[src/hw/rtl/ips_pkg.sv]
// ----------------------------------------------------------------------------
// ips_pkg
// Shared types and constants for the ignition power supervisor: modes,
// opcodes, configuration register map, item and result records.
// ----------------------------------------------------------------------------
package ips_pkg;

  localparam int CFG_W       = 24;
  localparam int NUM_CFG     = 8;
  localparam int CFG_IDX_W   = 3;
  localparam int IN_TDATA_W  = 40;
  localparam int IN_TUSER_W  = 2;
  localparam int OUT_TDATA_W = 8;

  typedef logic [CFG_W-1:0]     cfg_word_t;
  typedef logic [CFG_IDX_W-1:0] cfg_idx_t;

  // configuration register map
  localparam cfg_idx_t CFG_IGNITION_STABLE = 3'd0;
  localparam cfg_idx_t CFG_CRANK_GRACE     = 3'd1;
  localparam cfg_idx_t CFG_BUS_IDLE_SLEEP  = 3'd2;
  localparam cfg_idx_t CFG_SCREEN_ON_DELAY = 3'd3;
  localparam cfg_idx_t CFG_IGNITION_LOSS   = 3'd4;
  localparam cfg_idx_t CFG_SHUTDOWN_PULSE  = 3'd5;
  localparam cfg_idx_t CFG_SHUTDOWN_GAP    = 3'd6;
  localparam cfg_idx_t CFG_POWERDOWN_WAIT  = 3'd7;

  localparam cfg_word_t CFG_RESET [NUM_CFG] = '{
    24'd500, 24'd3000, 24'd30000, 24'd2000,
    24'd2000, 24'd500, 24'd500, 24'd20000
  };

  typedef cfg_word_t ips_cfg_t [NUM_CFG];

  typedef enum logic [2:0] {
    MODE_WAIT    = 3'd0,
    MODE_RUN     = 3'd1,
    MODE_PULSE1  = 3'd2,
    MODE_GAP1    = 3'd3,
    MODE_PULSE2  = 3'd4,
    MODE_GAP2    = 3'd5,
    MODE_PDOWN   = 3'd6,
    MODE_SLEEP   = 3'd7
  } ips_mode_t;

  typedef enum logic [1:0] {
    OP_TICK     = 2'd0,
    OP_IGNITION = 2'd1,
    OP_BUS      = 2'd2,
    OP_RESET    = 2'd3
  } ips_op_t;

  typedef struct packed {
    ips_op_t     opcode;
    logic        ignition_on;
    logic        keep_dcdc_on;
    logic [31:0] now_ms;
  } ips_item_t;

  typedef struct packed {
    logic      dcdc_relay;
    logic      shutdown_relay;
    logic      screen_visible;
    ips_mode_t mode;
  } ips_result_t;

endpackage

[src/hw/rtl/ips_fsm.sv]
// ----------------------------------------------------------------------------
// ips_fsm
// Supervisor state and its single-pass update: timers, flags and mode for
// one event per enabled cycle, with the result taken from the new state.
// ----------------------------------------------------------------------------
module ips_fsm #(
  parameter int IGNITION_GAP_RESET_MS = 1000,
  parameter int TIME_BITS             = 32
) (
  input  logic               clk,
  input  logic               rst,
  input  logic               step,
  input  ips_pkg::ips_item_t item,
  input  ips_pkg::ips_cfg_t  cfg,
  output ips_pkg::ips_result_t result
);
  import ips_pkg::*;

  localparam int CMP_W = (TIME_BITS > CFG_W) ? TIME_BITS : CFG_W;

  typedef logic [TIME_BITS-1:0] time_t;

  ips_mode_t mode, mode_next;
  time_t on_since, on_since_next;
  time_t on_last_seen, on_last_seen_next;
  time_t off_since, off_since_next;
  time_t running_since, running_since_next;
  time_t grace_start, grace_start_next;
  time_t phase_start, phase_start_next;
  time_t shutdown_start, shutdown_start_next;
  time_t last_bus_frame, last_bus_frame_next;
  logic on_pend, on_pend_next;
  logic off_pend, off_pend_next;
  logic run_act, run_act_next;
  logic dcdc, dcdc_next;
  logic scr_pend, scr_pend_next;
  logic cut, cut_next;
  logic shut, shut_next;

  // wrapping elapsed test, durations wider than the time range never elapse
  function automatic logic elapsed(time_t t, cfg_word_t d, time_t now_t);
    time_t diff;
    diff = now_t - t;
    return CMP_W'(diff) >= CMP_W'(d);
  endfunction

  function automatic logic gap_over(time_t t, time_t now_t);
    time_t diff;
    diff = now_t - t;
    return CMP_W'(diff) > CMP_W'(IGNITION_GAP_RESET_MS);
  endfunction

  always_comb begin
    time_t now_t;
    logic  grace;
    logic  busy;
    logic  asleep;

    now_t  = TIME_BITS'(item.now_ms);
    grace  = 1'b0;
    busy   = 1'b0;
    asleep = 1'b0;

    mode_next           = mode;
    on_since_next       = on_since;
    on_last_seen_next   = on_last_seen;
    off_since_next      = off_since;
    running_since_next  = running_since;
    grace_start_next    = grace_start;
    phase_start_next    = phase_start;
    shutdown_start_next = shutdown_start;
    last_bus_frame_next = last_bus_frame;
    on_pend_next        = on_pend;
    off_pend_next       = off_pend;
    run_act_next        = run_act;
    dcdc_next           = dcdc;
    scr_pend_next       = scr_pend;
    cut_next            = cut;
    shut_next           = shut;

    case (item.opcode)
      OP_TICK: begin
        grace = (mode == MODE_RUN) && !elapsed(grace_start, cfg[CFG_CRANK_GRACE], now_t);
        busy  = on_pend || off_pend || run_act || (mode == MODE_RUN);
        if (mode == MODE_WAIT && !busy && last_bus_frame != '0 &&
            elapsed(last_bus_frame, cfg[CFG_BUS_IDLE_SLEEP], now_t)) begin
          // silent bus: fall asleep with a full return-to-wait clear
          mode_next           = MODE_SLEEP;
          run_act_next        = 1'b0;
          dcdc_next           = !cut;
          scr_pend_next       = 1'b0;
          on_pend_next        = 1'b0;
          on_since_next       = '0;
          on_last_seen_next   = '0;
          off_pend_next       = 1'b0;
          off_since_next      = '0;
          running_since_next  = '0;
          grace_start_next    = '0;
          phase_start_next    = '0;
          shutdown_start_next = '0;
          cut_next            = 1'b0;
          last_bus_frame_next = now_t;
          shut_next           = 1'b0;
        end
        asleep = (mode_next == MODE_SLEEP);

        if (!asleep) begin
          // qualification restarts on an ignition gap
          if (on_pend_next && on_last_seen_next != '0 &&
              gap_over(on_last_seen_next, now_t)) begin
            on_pend_next      = 1'b0;
            on_since_next     = '0;
            on_last_seen_next = '0;
            off_pend_next     = 1'b0;
            off_since_next    = '0;
          end

          case (mode_next)
            MODE_WAIT: begin
              if (on_pend_next &&
                  elapsed(on_since_next, cfg[CFG_IGNITION_STABLE], now_t)) begin
                mode_next          = MODE_RUN;
                run_act_next       = 1'b1;
                dcdc_next          = 1'b1;
                cut_next           = 1'b0;
                running_since_next = now_t;
                grace_start_next   = now_t;
                scr_pend_next      = 1'b1;
                on_pend_next       = 1'b0;
                on_since_next      = '0;
                off_pend_next      = 1'b0;
                off_since_next     = '0;
              end
            end
            MODE_RUN: begin
              if (scr_pend_next &&
                  elapsed(running_since_next, cfg[CFG_SCREEN_ON_DELAY], now_t)) begin
                scr_pend_next = 1'b0;
                if (off_pend_next && off_since_next == '0 && !grace) begin
                  off_since_next = now_t;
                end
              end else if (!scr_pend_next && off_pend_next && !grace) begin
                if (off_since_next == '0) begin
                  off_since_next = now_t;
                end
                if (elapsed(off_since_next, cfg[CFG_IGNITION_LOSS], now_t)) begin
                  mode_next           = MODE_PULSE1;
                  run_act_next        = 1'b0;
                  scr_pend_next       = 1'b0;
                  shut_next           = 1'b1;
                  cut_next            = 1'b0;
                  shutdown_start_next = now_t;
                  phase_start_next    = now_t;
                end
              end
            end
            MODE_PULSE1: begin
              if (elapsed(phase_start, cfg[CFG_SHUTDOWN_PULSE], now_t)) begin
                shut_next        = 1'b0;
                mode_next        = MODE_GAP1;
                phase_start_next = now_t;
              end
            end
            MODE_GAP1: begin
              if (elapsed(phase_start, cfg[CFG_SHUTDOWN_GAP], now_t)) begin
                shut_next        = 1'b1;
                mode_next        = MODE_PULSE2;
                phase_start_next = now_t;
              end
            end
            MODE_PULSE2: begin
              if (elapsed(phase_start, cfg[CFG_SHUTDOWN_PULSE], now_t)) begin
                shut_next        = 1'b0;
                mode_next        = MODE_GAP2;
                phase_start_next = now_t;
              end
            end
            MODE_GAP2: begin
              if (elapsed(phase_start, cfg[CFG_SHUTDOWN_GAP], now_t)) begin
                cut_next         = 1'b1;
                mode_next        = MODE_PDOWN;
                phase_start_next = now_t;
              end
            end
            MODE_PDOWN: begin
              if (elapsed(shutdown_start, cfg[CFG_POWERDOWN_WAIT], now_t)) begin
                mode_next           = MODE_WAIT;
                run_act_next        = 1'b0;
                dcdc_next           = !cut;
                scr_pend_next       = 1'b0;
                on_pend_next        = 1'b0;
                on_since_next       = '0;
                on_last_seen_next   = '0;
                off_pend_next       = 1'b0;
                off_since_next      = '0;
                running_since_next  = '0;
                grace_start_next    = '0;
                phase_start_next    = '0;
                shutdown_start_next = '0;
                cut_next            = 1'b0;
                last_bus_frame_next = now_t;
                shut_next           = 1'b0;
              end
            end
            default: begin
            end
          endcase
        end
      end

      OP_IGNITION: begin
        if (item.ignition_on) begin
          if (mode != MODE_RUN && mode != MODE_WAIT) begin
            // abort shutdown or sleep, qualification starts at once
            shut_next           = 1'b0;
            mode_next           = MODE_WAIT;
            run_act_next        = 1'b0;
            dcdc_next           = 1'b1;
            scr_pend_next       = 1'b0;
            cut_next            = 1'b0;
            on_pend_next        = 1'b1;
            on_since_next       = now_t;
            on_last_seen_next   = now_t;
            running_since_next  = '0;
            grace_start_next    = '0;
            phase_start_next    = '0;
            shutdown_start_next = '0;
          end
          if (!on_pend_next || on_last_seen_next == '0 ||
              gap_over(on_last_seen_next, now_t)) begin
            on_pend_next  = 1'b1;
            on_since_next = now_t;
          end
          on_last_seen_next = now_t;
          off_pend_next     = 1'b0;
          off_since_next    = '0;
        end else begin
          on_pend_next      = 1'b0;
          on_since_next     = '0;
          on_last_seen_next = '0;
          off_pend_next     = 1'b1;
          if (!scr_pend && off_since == '0) begin
            off_since_next = now_t;
          end
        end
      end

      OP_BUS: begin
        last_bus_frame_next = now_t;
      end

      default: begin
        // forced return to waiting
        mode_next           = MODE_WAIT;
        run_act_next        = 1'b0;
        dcdc_next           = item.keep_dcdc_on || !cut;
        scr_pend_next       = 1'b0;
        on_pend_next        = 1'b0;
        on_since_next       = '0;
        on_last_seen_next   = '0;
        off_pend_next       = 1'b0;
        off_since_next      = '0;
        running_since_next  = '0;
        grace_start_next    = '0;
        phase_start_next    = '0;
        shutdown_start_next = '0;
        cut_next            = 1'b0;
        last_bus_frame_next = now_t;
        shut_next           = 1'b0;
      end
    endcase
  end

  always_ff @(posedge clk) begin
    if (rst) begin
      mode           <= MODE_WAIT;
      on_since       <= '0;
      on_last_seen   <= '0;
      off_since      <= '0;
      running_since  <= '0;
      grace_start    <= '0;
      phase_start    <= '0;
      shutdown_start <= '0;
      last_bus_frame <= '0;
      on_pend        <= 1'b0;
      off_pend       <= 1'b0;
      run_act        <= 1'b0;
      dcdc           <= 1'b0;
      scr_pend       <= 1'b0;
      cut            <= 1'b0;
      shut           <= 1'b0;
    end else if (step) begin
      mode           <= mode_next;
      on_since       <= on_since_next;
      on_last_seen   <= on_last_seen_next;
      off_since      <= off_since_next;
      running_since  <= running_since_next;
      grace_start    <= grace_start_next;
      phase_start    <= phase_start_next;
      shutdown_start <= shutdown_start_next;
      last_bus_frame <= last_bus_frame_next;
      on_pend        <= on_pend_next;
      off_pend       <= off_pend_next;
      run_act        <= run_act_next;
      dcdc           <= dcdc_next;
      scr_pend       <= scr_pend_next;
      cut            <= cut_next;
      shut           <= shut_next;
    end
  end

  assign result.dcdc_relay     = dcdc_next;
  assign result.shutdown_relay = shut_next;
  assign result.screen_visible = (mode_next == MODE_RUN) && !scr_pend_next;
  assign result.mode           = mode_next;

endmodule

[src/hw/rtl/ignition_power_supervisor.sv]
// ----------------------------------------------------------------------------
// ignition_power_supervisor
// Vehicle power supervisor: ignition qualification, running, two-pulse
// shutdown request, power-down wait and bus sleep, driven by timed events.
// ----------------------------------------------------------------------------
// Each event on the slave stream (update tick, ignition frame, other bus
// frame or forced return to waiting, with a millisecond timestamp) gives
// exactly one status transaction on the master stream carrying the relay
// drives, screen visibility and mode. One event is taken every clock cycle
// unless the output stalls; an input register feeds a single update pass
// of the timers and flags that writes the result register. The output
// register lets a new event enter while a result still waits for tready.
// Configuration is always ready and should only be written while no event
// is in flight; it resets to the documented defaults.
module ignition_power_supervisor #(
  parameter int IGNITION_GAP_RESET_MS = 1000,
  parameter int TIME_BITS             = 32
) (
  input  logic                             clk,
  input  logic                             rst,
  input  logic                             s_tvalid,
  output logic                             s_tready,
  input  logic [ips_pkg::IN_TDATA_W-1:0]   s_tdata,   // ignition_on, keep_dcdc_on, now_ms, zeros
  input  logic [ips_pkg::IN_TUSER_W-1:0]   s_tuser,   // opcode
  output logic                             m_tvalid,
  input  logic                             m_tready,
  output logic [ips_pkg::OUT_TDATA_W-1:0]  m_tdata,   // dcdc_relay, shutdown_relay,
                                                      // screen_visible, mode, zeros
  input  logic                             cfg_valid,
  output logic                             cfg_ready,
  input  ips_pkg::cfg_idx_t                cfg_index,
  input  ips_pkg::cfg_word_t               cfg_data
);
  import ips_pkg::*;

  ips_cfg_t    cfg;
  ips_item_t   in_item;
  logic        in_valid;
  ips_result_t out_res;
  logic        out_valid;
  ips_result_t res_next;
  logic        advance;

  assign cfg_ready = 1'b1;

  always_ff @(posedge clk) begin
    if (rst) begin
      for (int i = 0; i < NUM_CFG; i++) begin
        cfg[i] <= CFG_RESET[i];
      end
    end else if (cfg_valid) begin
      cfg[cfg_index] <= cfg_data;
    end
  end

  assign advance  = in_valid && (!out_valid || m_tready);
  assign s_tready = !in_valid || advance;

  always_ff @(posedge clk) begin
    if (rst) begin
      in_valid <= 1'b0;
    end else if (s_tvalid && s_tready) begin
      in_valid <= 1'b1;
    end else if (advance) begin
      in_valid <= 1'b0;
    end
  end

  always_ff @(posedge clk) begin
    if (s_tvalid && s_tready) begin
      in_item.opcode       <= ips_op_t'(s_tuser);
      in_item.ignition_on  <= s_tdata[0];
      in_item.keep_dcdc_on <= s_tdata[1];
      in_item.now_ms       <= s_tdata[33:2];
    end
  end

  ips_fsm #(
    .IGNITION_GAP_RESET_MS (IGNITION_GAP_RESET_MS),
    .TIME_BITS             (TIME_BITS)
  ) u_fsm (
    .clk    (clk),
    .rst    (rst),
    .step   (advance),
    .item   (in_item),
    .cfg    (cfg),
    .result (res_next)
  );

  always_ff @(posedge clk) begin
    if (rst) begin
      out_valid <= 1'b0;
    end else if (advance) begin
      out_valid <= 1'b1;
    end else if (m_tready) begin
      out_valid <= 1'b0;
    end
  end

  always_ff @(posedge clk) begin
    if (advance) begin
      out_res <= res_next;
    end
  end

  assign m_tvalid = out_valid;
  assign m_tdata  = {2'b00, out_res.mode, out_res.screen_visible,
                     out_res.shutdown_relay, out_res.dcdc_relay};

endmodule

[config.mk]
export PLATFORM = sky130hd
export DESIGN_NAME = ignition_power_supervisor
export DESIGN_NICKNAME = d
export VERILOG_FILES = /design/src/hw/rtl/ips_pkg.sv /design/src/hw/rtl/ips_fsm.sv /design/src/hw/rtl/ignition_power_supervisor.sv
export SDC_FILE = /design/constraint.sdc
export NUM_CORES = 2
export LEC_CHECK = 0
export ABC_AREA = 1
export BUFFER_PORTS_ARGS = -buffer_cell sky130_fd_sc_hd__buf_4
export CAP_MARGIN = 20
export CORE_MARGIN = 2
export CORE_UTILIZATION = 55
export CTS_CLUSTER_SIZE = 30
export DETAILED_ROUTE_END_ITERATION = 10
export PLACE_DENSITY = 0.75
export SYNTH_ARGS = -nofsm -noshare
export SYNTH_HDL_FRONTEND = slang
export SYNTH_HIERARCHICAL = 1
export SYNTH_SLANG_ARGS = --single-unit
[constraint.sdc]
create_clock -name clk -period 13.85 [get_ports clk]
set_input_delay 0.6925 -clock clk [delete_from_list [all_inputs] [get_ports clk]]
set_output_delay 0.6925 -clock clk [all_outputs]
set_load 0.05 [all_outputs]
== Word level (Yosys, flattened, before mapping) ==
Index checks and enable logic that the tools add are counted.
Cells by class
  $mul: 0
  reductions and logical operators: 54
  bitwise gates (word level): 3
  equal/unequal tests: 16
  div/mod/pow operators: 0
  $lt $le $gt $ge: 12
  shift-type cells: 0
  multiplexer cells: 182
  $add $sub $neg: 9
Operators with widths (count)
  $mux W32: 67
  $pmux W32 S3: 8
  $pmux W32 S2: 5
  $sub A32 B32 Y32: 9
  $ge A32 B24 Y1: 8
  $bwmux W192: 1
  $pmux W32 S4: 1
  $logic_not A32 Y1: 3
  $demux W24 S3: 1
  $mux W1: 68
  $gt A32 B10 Y1 const B: 2
  $reduce_bool A32 Y1: 2
  $mux W3: 14
  $pmux W1 S3: 9
  $mux W24: 1
  $pmux W3 S7: 1
  $logic_and A1 B1 Y1: 18
  $eq A3 B3 Y1 const B: 4
  $logic_not A1 Y1: 10
  $eq A3 B1 Y1 const B: 3
  $pmux W3 S3: 1
  $logic_or A1 B1 Y1: 8
  $pmux W1 S4: 2
  $eq A3 B2 Y1 const B: 2
  other kinds (20): 28
Storage, ports and cells
  flip-flop bits (word level): 502
  bits in latches: 0
  bits in read-only memories: 0
  memories kept: 0
  bits in writable memories: 0
  logic and storage cells: 310
  bits of input ports: 74

== Logic depth before layout (Yosys ltp) ==
  depth after elaboration: 32
  gate-level depth with buffers: 94
  gate-level depth less buffers: 87

== Hierarchy ==
Netlist, hierarchy kept.
Modules (own cells, without submodules)
  ips_fsm: area each 37599.8 µm², cells each 6330, instances 1
  ignition_power_supervisor: area each 8647.0 µm², cells each 1092, instances 1

== Worst setup path after synthesis ==
Ideal clock, no wire load.
  path type: reg2reg
  start point: register in_item[1] (netlist name)
  end point: register out_res (netlist bit m_tdata[0]), data pin
  stages on the path, launching flop included: 88
  path slack: 2.361 ns
  setup time: 0.251 ns
  buffers on the path: 10
  arrival: 11.238 ns
  period minus slack after synthesis: 11.489 ns
  data required time: 13.599 ns
  path through: edfxtp_1 -> fa_1 -> nand3_1 -> nand3_1 -> nand2_1 -> nand2_1 -> nand2_1 -> nand2_2 -> a31oi_1 -> xnor2_1 -> ha_1 -> nand2_1 -> inv_1 -> nand3_1 -> inv_1 -> a21oi_1 -> nand2_1 -> nor2_1 -> [... 52 more ...] -> inv_1 -> nand3_1 -> nor3_1 -> nand3_1 -> o2111ai_1 -> nor2_1 -> nand3_1 -> nand3b_1 -> nor2_1 -> nand2_1 -> nand2_1 -> clkinv_1 -> clkbuf_1 -> o21ai_0 -> o2111ai_1 -> nand2_1 -> inv_1 -> buf_4
Between the ends
  word-level cells in the longest chain between the ends: 18
RTL lines
  start: declaration: line ignition_power_supervisor.sv:37  | ips_item_t in_item;
  $sub A32 B32 Y32: line ips_fsm.sv:43  | diff = now_t - t;
  $ge A32 B24 Y1: line ips_fsm.sv:44  | return CMP_W'(diff) >= CMP_W'(d);
  $logic_and A1 B1 Y1: line ips_fsm.sv:85  | if (mode == MODE_WAIT && !busy && last_bus_frame != '0 &&
  $mux W32: line ips_fsm.sv:85
  $mux W32: line ips_fsm.sv:81  | case (item.opcode)
  $sub A32 B32 Y32 or $reduce_bool A32 Y1 (tied branches): line ips_fsm.sv:49, ips_fsm.sv:109
  $gt A32 B10 Y1 or $logic_and A1 B1 Y1 (tied branches): line ips_fsm.sv:50, ips_fsm.sv:109
  $logic_and A1 B1 Y1: line ips_fsm.sv:109  | if (on_pend_next && on_last_seen_next != '0 &&
  [... 3 more ...]
  $sub A32 B32 Y32: line ips_fsm.sv:43
  $ge A32 B24 Y1: line ips_fsm.sv:44
  $logic_and A1 B1 Y1: line ips_fsm.sv:120  | if (on_pend_next &&
  $mux W1: line ips_fsm.sv:120
  $pmux W1 S2: line ips_fsm.sv:118  | case (mode_next)
  $mux W1 *: line ips_fsm.sv:107  | if (!asleep) begin
  $pmux W1 S3 *: line ips_fsm.sv:81
  named net u_fsm.dcdc_next: line ips_fsm.sv:35  | logic dcdc, dcdc_next;
  end signal: assignment: line ignition_power_supervisor.sv:102  | out_res <= res_next;
  end: declaration: line ignition_power_supervisor.sv:39  | ips_result_t out_res;
Mark *: on every way through the listed nets, which the timed path passes. The rest lies on a longest branch. The select of a mux whose other input is x is not followed.
A chain may end at the register's enable or synchronous reset.

== Final worst setup path ==
  start point: register in_item[0] (netlist name)
  end point: register u_fsm.phase_start[27]
Between the ends
  word-level cells in the longest chain between the ends: 26
RTL lines
  $sub A32 B32 Y32: line ips_fsm.sv:43
  $ge A32 B24 Y1: line ips_fsm.sv:44
  $logic_and A1 B1 Y1: line ips_fsm.sv:85
  $mux W32: line ips_fsm.sv:85
  $mux W32: line ips_fsm.sv:81
  $sub A32 B32 Y32 or $reduce_bool A32 Y1 (tied branches): line ips_fsm.sv:49, ips_fsm.sv:109
  $gt A32 B10 Y1 or $logic_and A1 B1 Y1 (tied branches): line ips_fsm.sv:50, ips_fsm.sv:109
  $logic_and A1 B1 Y1: line ips_fsm.sv:109
  [... 10 more ...]
  $sub A32 B32 Y32: line ips_fsm.sv:43
  $ge A32 B24 Y1: line ips_fsm.sv:44
  $mux W32: line ips_fsm.sv:146  | if (elapsed(off_since_next, cfg[CFG_IGNITION_LOSS], now_t)) begin
  $mux W32: line ips_fsm.sv:142  | end else if (!scr_pend_next && off_pend_next && !grace) begin
  $mux W32: line ips_fsm.sv:136  | if (scr_pend_next &&
  $pmux W32 S4: line ips_fsm.sv:118
  $mux W32 *: line ips_fsm.sv:107
  $pmux W32 S3 *: line ips_fsm.sv:81
  end signal: assignment: line ips_fsm.sv:299  | phase_start <= phase_start_next;
  end: declaration: line ips_fsm.sv:29  | time_t phase_start, phase_start_next;
Every way passes the cells marked *; elsewhere a longest branch is shown, timed or not. The select of a mux whose other input is x is not followed.

==> summary.md <==
| Metric | Value |
|---|---|
| Status | finished, final reports clean |
| Fin area | 0.04999 mm² |
| Worst-Margin Slew | 1.148 ns |
| FMAX | 77.54 MHz |
| Final Max Tran Viols | 0 |
| Final setup viols | 0 |
| CP Launch Type | flip-flop |
| Clk sinks | 502 |
| Arrival @ worst endpoint | 13.49 ns |
| Share of layout cells above drive strength 1 | 0.05022 |
| Hold path depth | 1 |
| Bufs and invs on worst path | 11 |
| Leakage | 22.04 nW |
| Yosys warning count | 6 |
| Total CTS buffers | 61 |
| WL/cell | 22.17 µm |
| Reg clk slew, reported paths | 0.06 ns |
| Worst R2R Setup Slack | 0.95 ns |
| H-tree levels | 2 |
| Via count | 51,330 |
| Max_cap viols | 0 |
| Mean Syn Cell Area | 6.231 µm² |
| Crit Path Class | flip-flop to flip-flop |
| Pwr Density | 106.7 mW/mm² |
| First-pass GRT wire length | 279.0 mm |
| Detailed-placement wirelength estimate | 130.1 mm |
| Smallest hold slack | 0.2067 ns |
| Cell variety after synth | 64 |
| Die area | 0.08642 mm² |
| Final Skew | 0.03100 ns |
| Nets@finish | 7,911 |
| Horiz. Die Dim | 294.0 µm |
| DRC viols | 0 |
| Die Y | 294.0 µm |
| FF-to-FF End | u_fsm/phase_start[27] |
| DP Area | 0.04775 mm² |
| Root Buffer | clkbuf_16 |
| WHS Endpoint | in_item[11] |
| Max IR drop VDD | 114.8 µV |
| Family with the most delay on the worst path | simple AND/OR/NAND/NOR gates |
| CP endpoint kind | flip-flop |
| Slowest Stage Delay on Critical Path | 0.56 ns |
| Max Root-Sink Buffers | 3 |
| Min Tclk post-route | 12.90 ns |
| CP max stage cell | edfxtp_1 |
| Rel. slew slack | 0.2294 |
| Post-synth EDFFs | 42 |
| Flops & latches, synth | 502 |
| Fill count | 8,208 |
| Core area | 0.08342 mm² |
| Area growth from synthesis to layout | 8.095% |
| Routed Antenna Nets | 0 |
| First-pass iteration count of the detailed router | 9 |
| Overflow after GRT | 0 |
| FF-to-FF Start | in_item[0] |
| Vias in the first global route | 46,910 |
| Seq/Total Area, Yosys | 0.2264 |
| Site row count | 106 |
| 1st-iter DRT viols | 6,112 |
| Final WL | 188.4 mm |
| Ys flop type | dfxtp_1 |
| Most common cell after layout, fill and taps aside | nand2_1 |
| Initial Util | 0.5544 |
| Worst endpoint required time | 14.45 ns |
| Port Buffer Count | 75 |
| Drt via density | 6.042 |
| Worst r2r path cells | 83 |
| Cells after Synth | 7,422 |
| Most frequent cells in the layout | nand2_1 (1,759), inv_1 (921), a21oi_1 (835) |
| Synth async-reset ratio | 0 |
| Setup_tns | 0 ns |
| Pin count of the biggest net entering global routing | 161 |
| Peak fanout along the critical path | 30 |
| CP most frequent cell | nand2_1 |
| Ports | 85 |
| CTS tree | done |
| Tot GR Track Use | 0.4230 |
| Fin crit share | 0.9311 |
| Clk_lat worst skew | 0.68 ns |
| Final Hold Viols | 0 |
| Min-delay worst type | input pin to flip-flop |
| Hold_sp | s_tdata[13] |
| Gp weighted congestion | 0.9824 |
| Synthesized area | 0.04625 mm² |
| CTS Hold Bufs | 0 |
| Antenna violations before repair | 14 |
[Yosys cell counts (all sizes together), types with 9 or more instances]
| cell type | instances | area (µm²) |
|---|---|---|
| nand2 | 1775 | 6708 |
| inv | 936 | 3513 |
| a21oi | 839 | 4207 |
| nor2 | 786 | 2993 |
| nand3 | 515 | 2605 |
| o21ai | 513 | 2567 |
| ha | 472 | 5906 |
| dfxtp | 460 | 9209 |
| clkbuf | 205 | 769.5 |
| xor2 | 141 | 1235 |
| buf | 113 | 589.3 |
| o211ai | 100 | 750.7 |
| xnor2 | 90 | 788.3 |
| nand4 | 69 | 431.7 |
| nor3 | 61 | 321.6 |
| edfxtp | 42 | 1261 |
| o21a | 39 | 292.8 |
| o32ai | 32 | 280.3 |
| a31oi | 27 | 168.9 |
| a21boi | 25 | 187.7 |
| nor4 | 25 | 168.9 |
| o21bai | 19 | 142.6 |
| a21o | 16 | 120.1 |
| nand3b | 16 | 120.1 |
| o41ai | 16 | 140.1 |
| a211oi | 13 | 97.59 |
| fa | 9 | 180.2 |
[worst max-delay path by stage]
stage	from	endpoint	slack, ns	cells past startpoint
2_1_floorplan	in_item[1]	m_tdata[0]	2.36	87
3_3_place_gp	in_item[0]	u_fsm/on_since[13]	0.99	84
3_5_place_dp	in_item[0]	u_fsm/on_since[2]	0.80	84
4_1_cts	in_item[0]	u_fsm/on_since[2]	0.73	84
5_1_grt	in_item[0]	u_fsm/on_since[2]	-0.0009	86
6_report	in_item[0]	u_fsm/phase_start[27]	0.95	83
[state kept, by name, summed over array words and instances, names as in the netlist]
register and flops:
u_fsm/run_act 1, u_fsm/dcdc 1, u_fsm/shutdown_start 32, u_fsm/last_bus_frame 32, m_tdata 6, u_fsm/on_last_seen 32, u_fsm/shut 1, u_fsm/scr_pend 1
u_fsm/off_pend 1, u_fsm/grace_start 32, u_fsm/off_since 32, u_fsm/on_pend 1, m_tvalid 1, u_fsm/mode 3, u_fsm/on_since 32, cfg 192
in_item 36, u_fsm/cut 1, in_valid 1, u_fsm/phase_start 32, u_fsm/running_since 32
[metrics by stage]
stage               setup WS [ns]    util  instances  total power (W)
floorplan                   2.361       -       7423         0.002994
global placement           0.9852  0.5721       8367         0.003539
detailed placement         0.7994  0.5724       8369         0.003573
CTS                        0.7308  0.5975       8483         0.005275
global route           -0.0009441  0.5990       8487         0.005598
finish                     0.9538  0.5992       8496         0.005336
[where the power goes]
part           total [W]  switching, W  internal, W
registers        0.00155     0.0000358      0.00151
clock network    0.00171      0.000725     0.000986
logic            0.00208       0.00141     0.000667
total            0.00534       0.00217      0.00317
[timing repair]
item / CTS / global route
resized for setup: 0 / 16
buffers inserted: 0 / 0
endpoints found under the setup margin: 0 / 205
[final cells by class]
| class | count | area (µm²) | share of cell area |
|---|---|---|---|
| well taps | 1080 | 1351 | 0.02703 |
| inverters | 944 | 3556 | 0.07113 |
| repair buffers | 188 | 1534 | 0.03069 |
| flip-flops and latches | 502 | 10470 | 0.2094 |
| clock buffers | 79 | 1717 | 0.03434 |
| multi-input cells | 5659 | 30970 | 0.6195 |
| diodes | 9 | 22.52 | 0.0004505 |
| clock inverters | 35 | 371.6 | 0.007434 |
[cells by family after synthesis]
kind of cell,count (synthesis),synth area share
compound gates,1682,0.2014
buf+inv,1262,0.1060
flops,502,0.2264
simple gates,3262,0.2907
xor+xnor,231,0.04375
other cells,2,0.0001624
fa+ha+maj,481,0.1316
[layer usage]
metal  routed length [µm]  vias up  global-route usage
met3                21330      797             0.09811
met4                17750        4              0.3433
met2                80440     2842              0.6508
li1                     -    24440                   -
met1                68840    23250              0.5043
met5                   23        -                   0
Note: power is estimated with default switching activity, not from simulation.
